**src/sv/tpi_pkg.sv**
```systemverilog
// types and constants for the two-wire programming link frame master
// no dependencies; imported by tpi_link_frame_master
package tpi_pkg;

  // sequence kind; the command selector uses the same codes
  typedef enum logic [1:0] {
    MODE_IDLE   = 2'd0,
    MODE_ENABLE = 2'd1,
    MODE_WRITE  = 2'd2,
    MODE_READ   = 2'd3
  } mode_t;

  // configuration register indexes
  localparam logic [1:0] CFG_SEARCH_LIMIT  = 2'd0;
  localparam logic [1:0] CFG_ENABLE_CLOCKS = 2'd1;

  // configuration reset values
  localparam logic [7:0] SEARCH_LIMIT_RST  = 8'd131;
  localparam logic [7:0] ENABLE_CLOCKS_RST = 8'd16;

  // frame layout: start, eight data, parity, two stops
  localparam int unsigned FRAME_BITS = 12;
  localparam logic [3:0] POS_DATA_LAST = 4'd8;
  localparam logic [3:0] POS_PARITY    = 4'd9;
  localparam logic [3:0] POS_STOP1     = 4'd10;
  localparam logic [3:0] POS_FRAME_END = 4'(FRAME_BITS - 1);

  // receive error flag bits
  localparam int unsigned ERR_PARITY = 0;
  localparam int unsigned ERR_STOP1  = 1;
  localparam int unsigned ERR_STOP2  = 2;

endpackage

```
**src/sv/tpi_link_frame_master.sv**
```systemverilog
// bit-level master for a two-wire programming link, one request per link period
// depends on tpi_pkg for the sequence enum and frame constants
// the result of each accepted request is held in the output register
// throughput: one request per cycle while the input is not stalled; the only loop is the sequence state update
// stall on the input follows the output register (full and stalled)
// reset: synchronous, idle with the target reset pin high, registers at defaults
module tpi_link_frame_master
  import tpi_pkg::*;
(
  input  logic       clk,
  input  logic       rst,
  // configuration write port
  input  logic       cfg_we,
  input  logic [1:0] cfg_index,
  input  logic [7:0] cfg_data,
  // input channel
  input  logic       in_valid,
  output logic       in_stall,
  input  logic [1:0] func,
  input  logic [7:0] tx_byte,
  input  logic       rx_bit,
  // output channel
  output logic       out_valid,
  input  logic       out_stall,
  output logic       data_out,
  output logic       data_drive,
  output logic       reset_level,
  output logic       busy_res,
  output logic       done_res,
  output logic [7:0] rx_byte,
  output logic       parity_error,
  output logic       stop1_error,
  output logic       stop2_error,
  output logic       timeout
);

  // configuration registers
  logic [7:0] search_limit;
  logic [7:0] enable_clocks;

  // sequence state
  mode_t      mode, mode_next;
  logic [3:0] bit_position, bit_position_next;
  logic [7:0] shift_byte, shift_byte_next;
  logic       parity_acc, parity_acc_next;
  logic [7:0] period_count, period_count_next;
  logic       searching, searching_next;
  logic [2:0] error_flags, error_flags_next;
  logic       reset_pin, reset_pin_next;

  // request working values
  logic       accept;
  logic       idle_tick;
  logic       first;
  mode_t      act;
  logic [3:0] pos_cur;
  logic [3:0] rd_pos;
  logic [7:0] shift_cur;
  logic       parity_cur;
  logic [7:0] count_cur;
  logic       search_cur;
  logic [2:0] err_cur;
  logic [7:0] enable_lim;
  logic [7:0] search_lim;
  logic [7:0] count_inc;
  logic       done;
  logic       tmo;

  // result values before the output register
  logic       data_out_next;
  logic       data_drive_next;
  logic       reset_level_next;
  logic       busy_next;
  logic [7:0] rx_byte_next;
  logic [2:0] flags_next;

  assign in_stall = out_valid & out_stall;
  assign accept   = in_valid & ~in_stall;

  // configuration writes, indexes past the list are dropped
  always_ff @(posedge clk) begin
    if (rst) begin
      search_limit  <= SEARCH_LIMIT_RST;
      enable_clocks <= ENABLE_CLOCKS_RST;
    end else if (cfg_we) begin
      if (cfg_index == CFG_SEARCH_LIMIT) begin
        search_limit <= cfg_data;
      end else if (cfg_index == CFG_ENABLE_CLOCKS) begin
        enable_clocks <= cfg_data;
      end
    end
  end

  // starting values: fresh on a new command, else the stored state
  always_comb begin
    first      = (mode == MODE_IDLE);
    idle_tick  = first && (mode_t'(func) == MODE_IDLE);
    act        = first ? mode_t'(func) : mode;
    pos_cur    = first ? 4'd0 : bit_position;
    count_cur  = first ? 8'd0 : period_count;
    search_cur = first ? (mode_t'(func) == MODE_READ) : searching;
    err_cur    = first ? 3'd0 : error_flags;
    parity_cur = first ? 1'b0 : parity_acc;
    if (first) begin
      shift_cur = (mode_t'(func) == MODE_WRITE) ? tx_byte : 8'd0;
    end else begin
      shift_cur = shift_byte;
    end
    enable_lim = (enable_clocks == 8'd0) ? 8'd1 : enable_clocks;
    search_lim = (search_limit == 8'd0) ? 8'd1 : search_limit;
    count_inc  = count_cur + 8'd1;
    rd_pos     = pos_cur + 4'd1;
  end

  // next state of the sequence
  always_comb begin
    bit_position_next = pos_cur;
    shift_byte_next   = shift_cur;
    parity_acc_next   = parity_cur;
    period_count_next = count_cur;
    searching_next    = search_cur;
    error_flags_next  = err_cur;
    reset_pin_next    = reset_pin;
    done              = 1'b0;
    tmo               = 1'b0;
    unique case (act)
      MODE_IDLE: begin
        // idle tick, nothing moves
      end
      MODE_ENABLE: begin
        if (first) begin
          reset_pin_next = 1'b1;
        end else begin
          reset_pin_next    = 1'b0;
          period_count_next = count_inc;
          done              = (count_inc >= enable_lim);
        end
      end
      MODE_WRITE: begin
        if (pos_cur != 4'd0 && pos_cur <= POS_DATA_LAST) begin
          parity_acc_next = parity_cur ^ shift_cur[0];
          shift_byte_next = shift_cur >> 1;
        end
        if (pos_cur >= POS_FRAME_END) begin
          done = 1'b1;
        end else begin
          bit_position_next = pos_cur + 4'd1;
        end
      end
      MODE_READ: begin
        if (search_cur) begin
          if (!rx_bit) begin
            searching_next    = 1'b0;
            bit_position_next = 4'd0;
          end else begin
            period_count_next = count_inc;
            if (count_inc >= search_lim) begin
              done = 1'b1;
              tmo  = 1'b1;
            end
          end
        end else begin
          bit_position_next = rd_pos;
          if (rd_pos != 4'd0 && rd_pos <= POS_DATA_LAST) begin
            shift_byte_next = {rx_bit, shift_cur[7:1]};
            parity_acc_next = parity_cur ^ rx_bit;
          end else if (rd_pos == POS_PARITY) begin
            error_flags_next[ERR_PARITY] = err_cur[ERR_PARITY] | (rx_bit != parity_cur);
          end else if (rd_pos == POS_STOP1) begin
            error_flags_next[ERR_STOP1] = err_cur[ERR_STOP1] | ~rx_bit;
          end else begin
            error_flags_next[ERR_STOP2] = err_cur[ERR_STOP2] | ~rx_bit;
            done                        = 1'b1;
          end
        end
      end
      default: begin
      end
    endcase
    if (idle_tick || done) begin
      mode_next = MODE_IDLE;
    end else begin
      mode_next = act;
    end
  end

  // result fields for this period
  always_comb begin
    data_out_next    = 1'b0;
    data_drive_next  = 1'b1;
    reset_level_next = reset_pin_next;
    busy_next        = ~done;
    rx_byte_next     = 8'd0;
    flags_next       = 3'd0;
    unique case (act)
      MODE_IDLE: begin
        data_out_next = 1'b1;
        busy_next     = 1'b0;
      end
      MODE_ENABLE: begin
        data_out_next = ~first;
      end
      MODE_WRITE: begin
        if (pos_cur == 4'd0) begin
          data_out_next = 1'b0;
        end else if (pos_cur <= POS_DATA_LAST) begin
          data_out_next = shift_cur[0];
        end else if (pos_cur == POS_PARITY) begin
          data_out_next = parity_cur;
        end else begin
          data_out_next = 1'b1;
        end
      end
      MODE_READ: begin
        data_drive_next = 1'b0;
        if (done && !tmo) begin
          rx_byte_next = shift_byte_next;
          flags_next   = error_flags_next;
        end
      end
      default: begin
      end
    endcase
  end

  // sequence state registers, updated on each accepted request
  always_ff @(posedge clk) begin
    if (rst) begin
      mode         <= MODE_IDLE;
      bit_position <= 4'd0;
      shift_byte   <= 8'd0;
      parity_acc   <= 1'b0;
      period_count <= 8'd0;
      searching    <= 1'b0;
      error_flags  <= 3'd0;
      reset_pin    <= 1'b1;
    end else if (accept) begin
      mode         <= mode_next;
      bit_position <= bit_position_next;
      shift_byte   <= shift_byte_next;
      parity_acc   <= parity_acc_next;
      period_count <= period_count_next;
      searching    <= searching_next;
      error_flags  <= error_flags_next;
      reset_pin    <= reset_pin_next;
    end
  end

  // output valid
  always_ff @(posedge clk) begin
    if (rst) begin
      out_valid <= 1'b0;
    end else if (accept) begin
      out_valid <= 1'b1;
    end else if (!out_stall) begin
      out_valid <= 1'b0;
    end
  end

  // output payload register
  always_ff @(posedge clk) begin
    if (accept) begin
      data_out     <= data_out_next;
      data_drive   <= data_drive_next;
      reset_level  <= reset_level_next;
      busy_res     <= busy_next;
      done_res     <= done;
      rx_byte      <= rx_byte_next;
      parity_error <= flags_next[ERR_PARITY];
      stop1_error  <= flags_next[ERR_STOP1];
      stop2_error  <= flags_next[ERR_STOP2];
      timeout      <= tmo;
    end
  end

endmodule

```
**config.mk**
```make
export PLATFORM = sky130hd
export DESIGN_NAME = tpi_link_frame_master
export DESIGN_NICKNAME = d
export VERILOG_FILES = /design/src/sv/tpi_pkg.sv /design/src/sv/tpi_link_frame_master.sv
export SDC_FILE = /design/constraint.sdc
export NUM_CORES = 1
export LEC_CHECK = 0
export BUFFER_PORTS_ARGS = -buffer_cell sky130_fd_sc_hd__buf_2
export CORE_MARGIN = 2
export CORE_UTILIZATION = 57
export DETAILED_ROUTE_END_ITERATION = 8
export PLACE_DENSITY = 0.83
export SLEW_MARGIN = 40
export SYNTH_ARGS = -nofsm -noshare
export SYNTH_HDL_FRONTEND = slang
export SYNTH_SLANG_ARGS = --single-unit
```
**constraint.sdc**
```tcl
create_clock -name clk -period 3.43 [get_ports clk]
set_input_delay 0.686 -clock clk [delete_from_list [all_inputs] [get_ports clk]]
set_output_delay 0.686 -clock clk [all_outputs]
set_load 0.03 [all_outputs]
```
==> metrics, run 1 <==
RSZ-0062 raised after global routing false; Die Y-Extent 82.0 um; CTS hold repair buffers 0; Setup CP Type reg2reg; first-pass GRT wire length 13900 um; cell leakage power 1.64 nW; Hold Path Sink shift_byte[7]; router iterations before antenna repair 7; nets@finish 493; largest net degree at the start of global routing between 40 and 50; H-tree levels 3; Final Slew Violations 0; Fin. Hold Viols 0; initial antenna violation count 0; setup_tns 0 ns; core area 5890 um^2; # DRC 0; outcome finished clean; Worst Hold Path Cells 2; Post-synth EDFFs 17; RePlAce Congestion 0.917; Fmax achieved 333 MHz; Ys Warns 0; syn_nets 454; top cells by area, synth dfxtp_1, edfxtp_1, ha_1, nor2_1, nand2_1; top cell type's share of synthesized area between 20 and 30%; top cell type by total area after synthesis dfxtp_1; post-cts sizing count 0; Async SR Flop Fraction 0%; port bufs between 40 and 50; fin crit period between 2 and 3 ns; DR iter-0 viols 270; Layout Utilization 67.0%; Clock Path Buffers 2; Initial Utilization 59.0%; placed cells a little over 500; hold crit path type reg2reg; WL/cell ~16 um; Mean Syn Cell Area 8.49 um^2; cell with the most instances after synthesis nor2_1; io pins 45; Site Rows 28; Final period util 87.4%; DP HPWL about 6000 um; pwr/cell area 420 nW/um^2; Die Area 6730 um^2; Detailed Route WL approximately 8600 um; Peak supply drop 232 uV; clock insertion delay at the later pin of the skew report 0.35 ns; vias in the first global route 2960; global route overflow 0; FF+latch count, synth 62; CP arrival 3.27 ns; Synth top cells by count nor2_1, dfxtp_1, nand2_1; non-filler instance count after layout 528; GR Util All Layers 27.0%; # Post-CTS Setup Buffers 0; Distinct cells, synth 56; layout cells sized above 1 about 17%; worst hold start shift_byte[7]; largest fanout on the critical path 16; R2R Path Start mode[0]; worst slew pin tran between 0.7 and 0.8 ns; P&R area growth vs syn 13.7%; CTS tree built; Post-Syn Area 3470 um^2; Startpoint Class flip-flop; Critical Path Sink Type flip-flop; sequential area share after synthesis 40.7%; Maximum Capacitance Violations 0; via density per instance 6.03; Clock Skew 0.0114 ns; Clock transition at path regs 0.08 ns; Register-to-Register Path Depth 12; worst flop-to-flop path endpoint mode[1]; antenna fix cells 0; routed vias between 3000 and 4000; WP data required 3.70 ns; Post-Syn Instances 409; Slew HR 52.9%; CTS buffer count 9; Post-DRT Antenna Nets 0; total power 1.66 mW; clk root buf clkbuf_8; Sink Count between 60 and 70; final setup violation count 0; Main synth FF type dfxtp_1; setup slack, reg-to-reg 0.43 ns; Die Wd 82.0 um
[flip-flops by register name (all words and copies together), names as in the netlist, 2 cells and up]
register and flops:
error_flags 3, mode 2, period_count 8, shift_byte 8
search_limit 8, bit_position 4, enable_clocks 8, rx_byte 8
[cell usage in the layout (no fill, tap or decap), types with 3 or more instances in the layout]
cell / count
o21ai_1: 3
nor3_1: 8
nor3b_1: 6
xnor2_1: 4
xor2_1: 4
nor2b_1: 11
mux2i_1: 15
a31oi_1: 4
o21ai_0: 20
dfxtp_1: 45
inv_1: 19
clkbuf_8: 10
a22oi_1: 17
nor2_1: 59
nand3_1: 11
buf_4: 7
edfxtp_1: 17
ha_1: 19
and3_1: 4
a211oi_1: 5
buf_2: 43
nand2b_1: 4
a21oi_1: 28
nand2_1: 42
nor4_1: 5
a211o_1: 3
[cell type report]
class,instances,area [um^2]
clock buffers,11,163
flip-flops and latches,62,1410
fillers,503,1940
repair buffers,50,268
multi-input cells,305,1900
clock inverters,5,37.5
inverters,20,75.1
well taps,75,93.8
[through the flow]
stage | instance area, um^2 | hold slack, ns | worst slack (ns)
floorplan | 3470 | 0.432 | 0.417
CTS | 3940 | 0.461 | 0.479
global route | 3950 | 0.470 | 0.151
detailed placement | 3740 | 0.450 | 0.541
global placement | 3740 | 0.442 | 0.692
finish | 3950 | 0.461 | 0.431
[critical path, cell delays in order, from the launching register on]
cell and delay [ns]:
dfxtp_1 0.46, or2_1 0.30, and2_1 0.20, ha_1 0.24
xnor2_1 0.35, ha_1 0.32, a21oi_1 0.15, o21ai_0 0.12
a41oi_1 0.29, o21ai_0 0.13, nand2_1 0.12, a31oi_2 0.11
nor3_2 0.15
[cells by family after synthesis]
logic type               synth area share [%]
multiplexers                             4.33
AO/OA/AOI/OAI                            18.9
flip-flops                               40.7
adder cells (fa/ha/maj)                  6.85
AND/OR/NAND/NOR                          22.3
buffers and inverters                    4.90
XOR/XNOR                                 2.02
[power by group]
group          switching (mW)  internal, mW  total [mW]
logic                   0.149        0.0719       0.221
clock network           0.312         0.330       0.641
registers              0.0188         0.777       0.796
[metal layers]
metal,vias to the layer above,part of all wire [%],GRT usage [%]
met1,1483,42,32.9
met2,140,49,45.0
met3,28,6.3,7.25
li1,1532,-,-
met5,-,0,0
met4,0,3.0,11.5
[how the worst max path moves through the flow]
stage / cells after the start / slack, ns / startpoint / end
after global routing: 12 / 0.15 / mode[0] / mode[0]
after detailed placement: 12 / 0.54 / mode[0] / mode[1]
final: 12 / 0.43 / mode[0] / mode[1]
after global placement: 11 / 0.69 / mode[0] / busy_res
after floorplan: 17 / 0.42 / mode[0] / mode[1]
after CTS: 12 / 0.48 / mode[0] / mode[1]
No activity file was read; power rests on OpenSTA's default activity.
==> run 2: changes to the inputs <==
--- a/config.mk
+++ b/config.mk
@@ -5,11 +5,11 @@
 export SDC_FILE = /design/constraint.sdc
 export NUM_CORES = 1
 export LEC_CHECK = 0
-export BUFFER_PORTS_ARGS = -buffer_cell sky130_fd_sc_hd__buf_2
 export CORE_MARGIN = 2
 export CORE_UTILIZATION = 57
 export DETAILED_ROUTE_END_ITERATION = 8
-export PLACE_DENSITY = 0.83
+export DONT_BUFFER_PORTS = 1
+export PLACE_DENSITY = 0.76
 export SLEW_MARGIN = 40
 export SYNTH_ARGS = -nofsm -noshare
 export SYNTH_HDL_FRONTEND = slang
==> constraint.sdc (replaced) <==
create_clock -name clk -period 2.97 [get_ports clk]
set_input_delay 0.594 -clock clk [delete_from_list [all_inputs] [get_ports clk]]
set_output_delay 0.594 -clock clk [all_outputs]
set_load 0.03 [all_outputs]
==> metrics, run 2 (synthesis results as in run 1) <==
outcome finished clean; fin crit period 2.70 ns; Setup CP Type reg2reg; RePlAce Congestion 0.900; placed cells 471; Die Wd 82.0 um; Detailed Route WL 8030 um; Final period util 91.0%; DP HPWL 5600 um; GR Util All Layers 25.0%; Clock transition at path regs about 0.070 ns; Layout Utilization a little under two thirds; Critical Path Sink Type flip-flop; global route overflow 0; port bufs 0; non-filler instance count after layout 487; routed vias slightly below 3000; hold crit path type in2reg; Slowest Stage Delay on Critical Path 0.31 ns; crit-path cells or2_1, and2_1, ha_1, xnor2_2, ha_1, nand2_1, o21ai_0, a41oi_2, a211oi_1, nand2_1, and3_1; first-pass GRT wire length 12700 um; setup_tns 0 ns; Die Y-Extent 82.0 um; router iterations before antenna repair 4; Startpoint Class flip-flop; CP arrival 2.81 ns; DR iter-0 viols 149; commonest non-fill, non-tap cell in the layout nor2_1; clk root buf clkbuf_8; Site Rows 28; Initial Utilization 59.0%; vias in the first global route 2781; CTS buffer count 9; initial antenna violation count 0; Peak supply drop 385 uV; via density per instance roughly 6.0; WL/cell 16.5 um; clock insertion delay at the later pin of the skew report between 0.3 and 0.4 ns; worst slew pin tran 0.613 ns; critical path buffer and inverter count 0; Slew HR 58.8%; Fill cells approximately 520; slowest cell on the critical path dfxtp_1; largest fanout on the critical path 3; Fin. Hold Viols 0; Clock Skew 0.0106 ns; Clock Path Buffers 2; final setup violation count 0; H-tree levels 3; pwr/cell area 499 nW/um^2; cell leakage power 1.49 nW; nets@finish 452; Fmax achieved around 370 MHz; antenna fix cells 0; Maximum Capacitance Violations 0; core area 5890 um^2; layout cells sized above 1 approximately 8.5%; most frequent cells in the layout nor2_1, dfxtp_1, nand2_1, a21oi_1, o21ai_0; WP data required 3.08 ns; P&R area growth vs syn 8.11%; largest net degree at the start of global routing 46; CP delay by family, top simple AND/OR/NAND/NOR gates; io pins 45; # DRC 0; Final Slew Violations 0; CTS tree built; # Post-CTS Setup Buffers 0; Sink Count 62; Post-DRT Antenna Nets 0; Die Area approximately 6700 um^2
run 2: cell count changes in the layout (fill, tap and decap cells not counted), sizes merged:
cell	before	now
inv	21	19
clkbuf	11	12
buf	50	9
bufinv	0	1
run 2: worst paths after layout:
kind,from,end,slack (ns),depth (start not counted)
setup / recovery,mode[1],busy_res,0.27,11
hold / removal,rst,shift_byte[1],0.31,1
setup reg to reg,mode[1],busy_res,0.27,11
hold reg to reg,error_flags[1],error_flags[1],0.45,2
run 2: metrics by stage:
stage	setup slack (ns)	instance area (um^2)	total power [mW]	hold slack (ns)
after floorplan	0.0285	3470	1.11	0.432
after global placement	0.365	3540	1.14	0.438
after detailed placement	0.217	3540	1.15	0.445
after CTS	0.195	3740	1.88	0.297
after global routing	-0.0145	3750	1.94	0.297
final	0.267	3750	1.87	0.312
run 2: report_power, final:
group	switching (mW)	leakage (nW)	internal (mW)
clock	0.334	0.0964	0.408
sequential	0.0418	0.532	0.899
combinational	0.124	0.857	0.0663
total	0.500	1.49	1.37
run 2: layout make-up:
cell class              count  area [um^2]  area share [%]
multi-input cells         305         1910            51.0
flip-flops and latches     62         1410            37.6
clock buffers              12          145            3.87
well taps                  75         93.8            2.50
inverters                  20         75.1            2.00
repair buffers              9         67.6            1.80
clock inverters             4         47.5            1.27
run 2: worst register-to-register path: stages (launching register included):
cell and delay [ns]:
dfxtp_1 0.31, or2_1 0.26, and2_1 0.20, ha_1 0.25
xnor2_2 0.19, ha_1 0.31, nand2_1 0.05, o21ai_0 0.23
a41oi_2 0.17, a211oi_1 0.21, nand2_1 0.12, and3_1 0.15
run 2: per-layer routing:
metal | GRT usage (%) | vias to the layer above | wire (um)
met2 | 44.0 | 69 | 4080
met5 | 0 | - | 0
li1 | - | 1453 | -
met1 | 27.9 | 1361 | 3400
met3 | 7.03 | 17 | 337
met4 | 11.7 | 0 | 209
run 2: repair_timing:
item	CTS	global route
hold endpoints to repair	0	0
setup endpoints to repair	0	2
resized for setup	0	2
hold buffers	0	0
==> run 3: changes to the inputs <==
--- a/config.mk
+++ b/config.mk
@@ -7,6 +7,7 @@
 export LEC_CHECK = 0
 export CORE_MARGIN = 2
 export CORE_UTILIZATION = 57
+export CTS_CLUSTER_SIZE = 10
 export DETAILED_ROUTE_END_ITERATION = 8
 export DONT_BUFFER_PORTS = 1
 export PLACE_DENSITY = 0.76
==> constraint.sdc (replaced) <==
create_clock -name clk -period 2.97 [get_ports clk]
set_input_delay 0 -clock clk [delete_from_list [all_inputs] [get_ports clk]]
set_output_delay 0 -clock clk [all_outputs]
set_load 0.03 [all_outputs]
==> metrics, run 3 (synthesis results as in run 1) <==
final instance area 3890 um^2; GR Util All Layers roughly a quarter; Fin. Hold Viols 0; placed cells 471; worst slew pin tran a little over 0.6 ns; global route overflow 0; io pins 45; setup_tns 0 ns; cell leakage power 1.55 nW; RSZ-0062 raised after global routing false; Critical Path Sink Type flip-flop; fin crit period approximately 2.7 ns; P&R area growth vs syn 12.0%; Startpoint Class flip-flop; clk root buf clkbuf_8; router iterations before antenna repair 6; FF+latch area about 1400 um^2; Peak supply drop between 400 and 500 uV; Final Slew Violations 0; Site Rows 28; routed vias 3003; worst hold start func[1]; via density per instance 5.97; Maximum Capacitance Violations 0; Detailed Route WL 8140 um; CP Launch Point period_count[3]; pwr/cell area between 400 and 500 nW/um^2; H-tree levels 3; Hold Path Sink reset_level; Die Y-Extent 82.0 um; most frequent CP cell nor2_1; Final period util 91.8%; RePlAce Congestion 0.896; CP arrival around 3 ns; # DRC 0; CTS tree built; core area 5890 um^2; Die Wd 82.0 um; Fill cells 491; DP HPWL 5570 um; CTS buffer count 9; Worst Hold Path Cells 2; Clock Skew between 0.008 and 0.009 ns; CP delay by family, top simple AND/OR/NAND/NOR gates; vias in the first global route 2942; outcome finished clean; layout cells sized above 1 8.41%; Slew HR 58.6%; Register-to-Register Path Depth 12; WL/cell 16.2 um; total power between 1.5 and 2 mW; clock insertion delay at the later pin of the skew report around 0.35 ns; Fmax achieved roughly 370 MHz; worst flop-to-flop path endpoint mode[1]; Clock Path Buffers 2; setup slack, reg-to-reg 0.24 ns; largest fanout on the critical path 5; Setup CP Type reg2reg; hold crit path type in2reg; initial antenna violation count 0; Post-DRT Antenna Nets 0; Initial Utilization between 50% and 60%; first-pass GRT wire length 13500 um; DR iter-0 viols about 190; Clock transition at path regs 0.07 ns; commonest non-fill, non-tap cell in the layout nor2_1; Die Area 6730 um^2; Layout Utilization about two thirds; # Post-CTS Setup Buffers 0; largest net degree at the start of global routing 46; final setup violation count 0; antenna fix cells 0; port bufs 0; area of the multi-input gates ~1900 um^2; Sink Count 62; WP data required 3.25 ns; non-filler instance count after layout ~500; critical path buffer and inverter count 0; R2R Path Start period_count[3]; crit-path cells nand3_2, nor2_1, and3_1, xnor2_1, nor2_1, ha_1, o2111a_1, o41ai_2, a31oi_1, nor3b_2, a31oi_2, nor3_2; slowest cell on the critical path dfxtp_1; Area after DPL approximately 3500 um^2; Slowest Stage Delay on Critical Path 0.40 ns; nets@finish 468; most frequent cells in the layout nor2_1, dfxtp_1, nand2_1, a21oi_1, o21ai_0
## run 3: cell types whose count changed in the layout (fill, tap and decap cells not counted)
cell / delta
bufinv_16: -1
buf_12: +1
dlygate4sd3_1: +15
clkinv_2: +2
clkbuf_8: -1
## run 3: area by class of cell
cell class	instances	share of cell area [%]
clock buffer	11	3.38
clock inverter	5	0.708
inverter	20	1.93
multi-input combinational	305	49.2
sequential	62	36.3
tap	75	2.41
timing repair buffer	25	6.11
## run 3: through the flow
stage | hold WS, ns | setup WS [ns]
after floorplan | 0.118 | 0.0285
after global placement | 0.0745 | 0.374
after detailed placement | 0.0753 | 0.247
after CTS | 0.00232 | 0.218
after global routing | 0.0300 | 0.0118
final | 0.0135 | 0.243
## run 3: what timing repair did
item,4_1_cts,5_1_grt
setup endpoints to repair,0,4
endpoints found under the hold margin,45,0
gates resized for setup,0,2
hold buffers,16,0
## run 3: worst reg2reg max path: stages (launching register included)
cell	delay, ns
dfxtp_1	0.40
nand3_2	0.15
nor2_1	0.18
and3_1	0.19
xnor2_1	0.11
nor2_1	0.09
ha_1	0.37
o2111a_1	0.16
o41ai_2	0.32
a31oi_1	0.11
nor3b_2	0.26
a31oi_2	0.15
nor3_2	0.16
## run 3: routing by layer
metal / GRT usage (%) / part of all wire [%]
met5: 0 / 0
met4: 16.0 / 4.0
met3: 5.05 / 4.2
met2: 45.4 / 50
met1: 29.8 / 41
## run 3: where the power goes
group          internal [mW]  total, mW  leakage, nW  switching (mW)
registers              0.899      0.941        0.532          0.0417
clock network          0.297      0.632       0.0829           0.335
logic                 0.0811      0.220        0.935           0.139
## run 3: worst max-delay path by stage
| stage | to | slack [ns] | cells after the start |
|---|---|---|---|
| final | mode[1] | 0.24 | 12 |
| after global routing | mode[1] | 0.01 | 12 |
| after CTS | mode[1] | 0.22 | 12 |
| after detailed placement | done_res | 0.25 | 11 |
| after global placement | done_res | 0.37 | 11 |
| after floorplan | mode[1] | 0.03 | 17 |
